==> src/rtl/core/spq_pkg.sv <==
package spq_pkg;

   // Operation codes carried in req_mode
   localparam logic MODE_PUSH = 1'b0;
   localparam logic MODE_POP  = 1'b1;

   // Result status codes
   typedef enum logic [1:0] {
      STATUS_OK    = 2'd0,
      STATUS_FULL  = 2'd1,
      STATUS_EMPTY = 2'd2
   } spq_status_type;

   // Per-cycle command broadcast to every cell
   typedef struct packed {
      logic push;
      logic pop;
   } spq_op_type;

endpackage

==> src/rtl/core/spq_cell.sv <==
module spq_cell #(
   parameter int PRIO_BITS = 8,
   parameter int DATA_BITS = 32
) (
   input  logic                 clock,
   input  spq_pkg::spq_op_type  op,
   input  logic                 occupied,
   input  logic [PRIO_BITS-1:0] new_prio,
   input  logic [DATA_BITS-1:0] new_data,
   input  logic                 left_ins,
   input  logic [PRIO_BITS-1:0] left_prio,
   input  logic [DATA_BITS-1:0] left_data,
   input  logic [PRIO_BITS-1:0] right_prio,
   input  logic [DATA_BITS-1:0] right_data,
   output logic                 ins,
   output logic [PRIO_BITS-1:0] cell_prio,
   output logic [DATA_BITS-1:0] cell_data
);
   import spq_pkg::*;

   logic [PRIO_BITS-1:0] prio_ff;
   logic [PRIO_BITS-1:0] prio_in;
   logic [DATA_BITS-1:0] data_ff;
   logic [DATA_BITS-1:0] data_in;

   // New entry lands at or before this cell: slot empty or strictly beaten
   assign ins = !occupied || (new_prio > prio_ff);

   // Insert: first inserting cell takes the new entry, later ones shift down.
   // Pop: every cell takes its right neighbour.
   always_comb begin
      prio_in = prio_ff;
      data_in = data_ff;
      if (op.push && ins) begin
         if (left_ins) begin
            prio_in = left_prio;
            data_in = left_data;
         end else begin
            prio_in = new_prio;
            data_in = new_data;
         end
      end else if (op.pop) begin
         prio_in = right_prio;
         data_in = right_data;
      end
   end

   always_ff @(posedge clock) begin
      prio_ff <= prio_in;
      data_ff <= data_in;
   end

   assign cell_prio = prio_ff;
   assign cell_data = data_ff;

endmodule

==> config.mk <==
export PLATFORM = sky130hd
export DESIGN_NAME = spq_cell
export DESIGN_NICKNAME = d
export VERILOG_FILES = /design/src/rtl/core/spq_pkg.sv /design/src/rtl/core/spq_cell.sv
export SDC_FILE = /design/constraint.sdc
export NUM_CORES = 1
export LEC_CHECK = 0
export ABC_AREA = 1
export CAP_MARGIN = 20
export CORE_AREA = 2 2 120 93
export CTS_CLUSTER_SIZE = 12
export DETAILED_ROUTE_END_ITERATION = 10
export DIE_AREA = 0 0 122 95
export DONT_BUFFER_PORTS = 1
export PLACE_DENSITY = 0.44
export RECOVER_POWER = 50
export SYNTH_ARGS = -nofsm -noshare
export SYNTH_HDL_FRONTEND = slang
export SYNTH_SLANG_ARGS = --single-unit
==> constraint.sdc <==
create_clock -name clock -period 4.1 [get_ports clock]
set_clock_uncertainty 0.15 [all_clocks]
set_input_delay 0.41 -clock clock [delete_from_list [all_inputs] [get_ports clock]]
set_output_delay 0.41 -clock clock [all_outputs]
set_load 0.05 [all_outputs]
# Yosys cells after proc, flatten, opt, wreduce, memory -nomap -nowiden
# Cells that the tools add are included.
op_classes:
  reduce_logical: 4
  n_shift: 0
  div_mod_pow: 0
  bitwise: 0
  addsub: 0
  mux: 6
  multipliers: 0
  eq_ne: 0
  order_cmp: 1
op_table:
  columns: ["cell", "count"]
  rows:
  - ["32-bit two-way mux", 3]
  - ["8-bit two-way mux", 3]
  - ["8-bit > comparator", 1]
  - ["2-bit nonzero test", 1]
  - ["1-bit logical AND", 1]
  - ["1-bit logical NOT", 1]
  - ["1-bit logical OR", 1]
word_totals:
  latch_bits: 0
  rom_bits: 0
  n_memories: 0
  out_inout_bits: 41
  wordCells: 13
  inputBits: 125
  mem_bits_rw: 0
  regBits: 40

# Longest topological paths before layout
depth:
  depth_word: 4
  ltp_mapped: 15
  depth_no_buf: 14

# Worst setup path after synthesis
# OpenSTA, ideal clock, no wires.
synth_timing:
  path_kind: "register -> register"
  startpoint: "register prio_ff[7] (netlist: cell_prio[7])"
  endpoint: "register data_ff[0] (netlist: cell_data[0]), enable pin"
  required_ns: 3.552
  stages_incl_launch_ff: 12
  synth_period_minus_slack_ns: 3.083
  setup_ns: 0.398
  t_arrival_ns: 2.535
  slack_ns: 1.017
  path_buffers: 1
  path_cell_list: "edfxtp_1 inv_1 ha_1 nand2_1 nor2_2 nand2_1 nand2_1 nand2_1 nand2_4 nand2_4 buf_6 nand2_1"
synth_between:
  elab_chain_len: 4
synth_rtl:
  columns: ["item", "line_no", "source"]
  rows:
  - ["from (decl)", "spq_cell.sv:21", "logic [PRIO_BITS-1:0] prio_ff;"]
  - ["from (signal assigned)", "spq_cell.sv:49", "prio_ff <= prio_in;"]
  - ["8-bit > comparator", "spq_cell.sv:27", "assign ins = !occupied || (new_prio > prio_ff);"]
  - ["1-bit logical OR", "spq_cell.sv:27", null]
  - ["1-bit logical AND", "spq_cell.sv:34", "if (op.push && ins) begin"]
  - ["2-bit nonzero test (no source line)", null, null]
  - ["to (signal assigned)", "spq_cell.sv:50", "data_ff <= data_in;"]
  - ["to (decl)", "spq_cell.sv:23", "logic [DATA_BITS-1:0] data_ff;"]
# No other way between the ends.
# A chain may end at the register's enable or synchronous reset.

# Worst setup path after layout
layout_timing:
  startpoint: "register prio_ff[7] (netlist: cell_prio[7])"
  endpoint: "register data_ff[29] (netlist: cell_data[29]), enable pin"
# The elaborated chain is that of the path after synthesis.

==> results.sh <==
export IMPL_drv_slew=0
export IMPL_nets=384
export IMPL_leakage_nw=1.17
export IMPL_synth_common_cells="82 x nand2_1, 40 x edfxtp_1, 40 x nand3_1, 39 x mux2_2, 12 x inv_1"
export IMPL_cts_root_buf="clkbuf_16"
export IMPL_grt_pass1_wl_um=9640
export IMPL_path_class="reg -> reg"
export IMPL_hold_viol=0
export IMPL_ys_ff_latch=40
export IMPL_dp_hpwl_um=4450
export IMPL_postCtsSetupBuffers=0
export IMPL_core_area_um2=10500
export IMPL_die_y_um=95
export IMPL_cp_max_fo=23
export IMPL_grt_setup_unrepaired="false"
export IMPL_crit_chain="inv_1 -> ha_1 -> nand2_1 -> nor2_1 -> nand2_1 -> nand2_1 -> nand2_1 -> nand2_4 -> nand2_1 -> nand2_1 -> buf_4"
export IMPL_synth_cell_types=19
export IMPL_grt_pass1_vias=1782
export IMPL_status="finished clean"
export IMPL_boundaryPins=166
export IMPL_r2r_end="cell_data[29]$_DFFE_PP_"
export IMPL_io_buffers=0
export IMPL_slew_headroom_pct=32.2
export IMPL_worstHoldStart="right_data[3]"
export IMPL_diodes=0
export IMPL_instances_no_fill=392
export IMPL_cts_hold_buf=0
export IMPL_p_per_area_nw_per_um2=480
export IMPL_dp_cells=384
export IMPL_grt_overflow=0
export IMPL_fin_crit_ns=3.15
export IMPL_yosysTopAreaCell="edfxtp_1"
export IMPL_min_period_over_period_pct=76.8
export IMPL_yosys_warnings=0
export IMPL_cts_tree="done"
export IMPL_synthFlopType="edfxtp_1"
export IMPL_r2r_slack_ns=0.95
export IMPL_endpoint_kind="register"
export IMPL_holdPathEnd="cell_data[3]$_DFFE_PP_"
export IMPL_regToRegStartpoint="cell_prio[7]$_DFFE_PP_"
export IMPL_cp_start_kind="register"
export IMPL_max_freq_mhz=317
export IMPL_postSynth_asyncResetShare_pct=0
export IMPL_drc=0
export IMPL_synth_top_area_share_pct=47.2
export IMPL_yosysMostFrequentCell="nand2_1"
export IMPL_flow_area_growth_from_synthesis_pct=7.82
export IMPL_clock_latency_ns=0.28
export IMPL_drv_cap=0
export IMPL_cts_sinks=40
export IMPL_grt_max_degree=42
export IMPL_start_util_pct=24.2
export IMPL_max_stage_delay_ns=0.66
export IMPL_clock_path_buffers=2
export IMPL_crit_arrival_ns=2.94
export IMPL_tightest_slew_ns=1.02
export IMPL_h_tree_depth=2
export IMPL_place_congestion=0.665
export IMPL_avgSynthCellArea_um2=9.82
export IMPL_grt_usage_pct=11.2
export IMPL_ant_nets=0
export IMPL_syn_nets=392
export IMPL_routed_wl_um=6530
export IMPL_wl_per_cell_um=16.7
export IMPL_drive_above_1_share_pct=23.0
export IMPL_die_area_um2=11600
export IMPL_min_path_type="in -> reg"
export IMPL_drt_iter0_drc=51
export IMPL_via_per_inst=4.53
export IMPL_antenna_found_initial=0
export IMPL_synthTopCellsByArea="edfxtp_1 47%, mux2_2 17%, nand2_1 12%, nand3_1 7.9%, ha_1 3.9%"
export IMPL_fin_tns_setup_ns=0
export IMPL_clkSlewWorstSetupHoldPaths_ns=0.06
export IMPL_fp_row_count=33
export IMPL_crit_family="simple AND/OR/NAND/NOR gates"
export IMPL_die_w_um=122
export IMPL_worstHoldPathCells=2
export IMPL_drtPass1Iterations=4
export IMPL_setup_viol=0
export IMPL_synth_edff_count=40
export IMPL_peakVddDrop_uv=120
export IMPL_vias=1777
export IMPL_synth_area_um2=2540
export IMPL_cts_buffers=5
export IMPL_r2r_cells=11
export IMPL_ctsResizeCount=0
export IMPL_ys_seq_area_share_pct=47.2
export IMPL_fill_cells=1155
export IMPL_syn_inst=259
export IMPL_worst_ep_required_time_ns=3.89
export IMPL_cp_slowest_cell="edfxtp_1"
export IMPL_cp_num_buf_inv=2
export IMPL_cpMostUsedCell="nand2_1"
report_power, final:
group          total, W  switching (W)  internal [W]
clock network  0.000379       0.000154      0.000224
registers      0.000749       0.000219      0.000529
logic          0.000190       0.000113     0.0000771
total           0.00132       0.000487      0.000830
final cells by class:
| type | count | area [µm²] | share of cell area (%) |
|---|---|---|---|
| sequential | 40 | 1200 | 43.8 |
| inverter | 12 | 45.0 | 1.64 |
| multi-input combinational | 189 | 1160 | 42.5 |
| timing repair buffer | 3 | 20.0 | 0.730 |
| tap | 140 | 175 | 6.39 |
| clock inverter | 1 | 3.75 | 0.137 |
| clock buffer | 7 | 133 | 4.84 |
placed cells by master, fill, tap and decap left out:
cell type / synthesis / final
a21o_1: 1 / 1
a21oi_1: 2 / 2
buf_4: 4 / 2
clkbuf_1: 5 / 2
clkbuf_16: 0 / 5
clkbuf_2: 0 / 1
clkinv_1: 0 / 1
edfxtp_1: 40 / 40
ha_1: 8 / 8
inv_1: 12 / 12
mux2_2: 39 / 39
nand2_1: 82 / 83
nand2_2: 10 / 10
nand2_4: 2 / 1
nand3_1: 40 / 40
nand4_1: 1 / 1
nor2_1: 2 / 3
o21ai_0: 1 / 1
worst reg2reg max path, cell delays in order (launching register included):
cell and delay, ns:
edfxtp_1 0.66, inv_1 0.11, ha_1 0.31, nand2_1 0.07, nor2_1 0.15, nand2_1 0.07
nand2_1 0.05, nand2_1 0.07, nand2_4 0.06, nand2_1 0.06, nand2_1 0.56, buf_4 0.47
registers in the layout, summed over array words and instances (netlist names):
signal / cells
cell_data: 32
cell_prio: 8
per-layer routing:
| metal | track usage, % | up-vias | part of all wire [%] |
|---|---|---|---|
| met4 | 2.87 | 0 | 0.84 |
| met3 | 4.17 | 8 | 9.0 |
| met2 | 18.7 | 98 | 45 |
| met5 | 0 | - | 0 |
| li1 | - | 868 | - |
| met1 | 13.8 | 803 | 46 |
cells by family after synthesis:
group	Yosys count	share of synthesized area, %
and+or+nand+nor	138	24.1
buffers and inverters	30	6.59
adders and majority gates	8	3.94
DFF	40	47.2
AOI/OAI and AO/OA	4	0.885
muxes	39	17.3
worst max-delay path by stage:
stage                      startpoint                 endpoint  cells after the start
2_1_floorplan  cell_prio[7]$_DFFE_PP_   cell_data[0]$_DFFE_PP_                     11
3_3_place_gp   cell_prio[7]$_DFFE_PP_  cell_data[27]$_DFFE_PP_                     11
3_5_place_dp   cell_prio[7]$_DFFE_PP_  cell_data[25]$_DFFE_PP_                     11
4_1_cts        cell_prio[7]$_DFFE_PP_  cell_data[25]$_DFFE_PP_                     11
5_1_grt        cell_prio[7]$_DFFE_PP_  cell_data[26]$_DFFE_PP_                     11
6_report       cell_prio[7]$_DFFE_PP_  cell_data[29]$_DFFE_PP_                     11
metrics by stage:
| stage | area (µm²) | total power, W | hold slack, ns | utilization (%) | worst slack (ns) |
|---|---|---|---|---|---|
| 6_report | 2740 | 0.00132 | 0.152 | 26.0 | 0.949 |
| 5_1_grt | 2740 | 0.00139 | 0.147 | 26.0 | 0.625 |
| 4_1_cts | 2760 | 0.00135 | 0.142 | 26.2 | 1.16 |
| 3_5_place_dp | 2620 | 0.000954 | 0.446 | 24.9 | 1.19 |
| 3_3_place_gp | 2620 | 0.000952 | 0.441 | 24.9 | 1.24 |
| 2_1_floorplan | 2540 | 0.000928 | 0.433 | - | 1.02 |
Note: power is estimated with default switching activity, not from simulation.
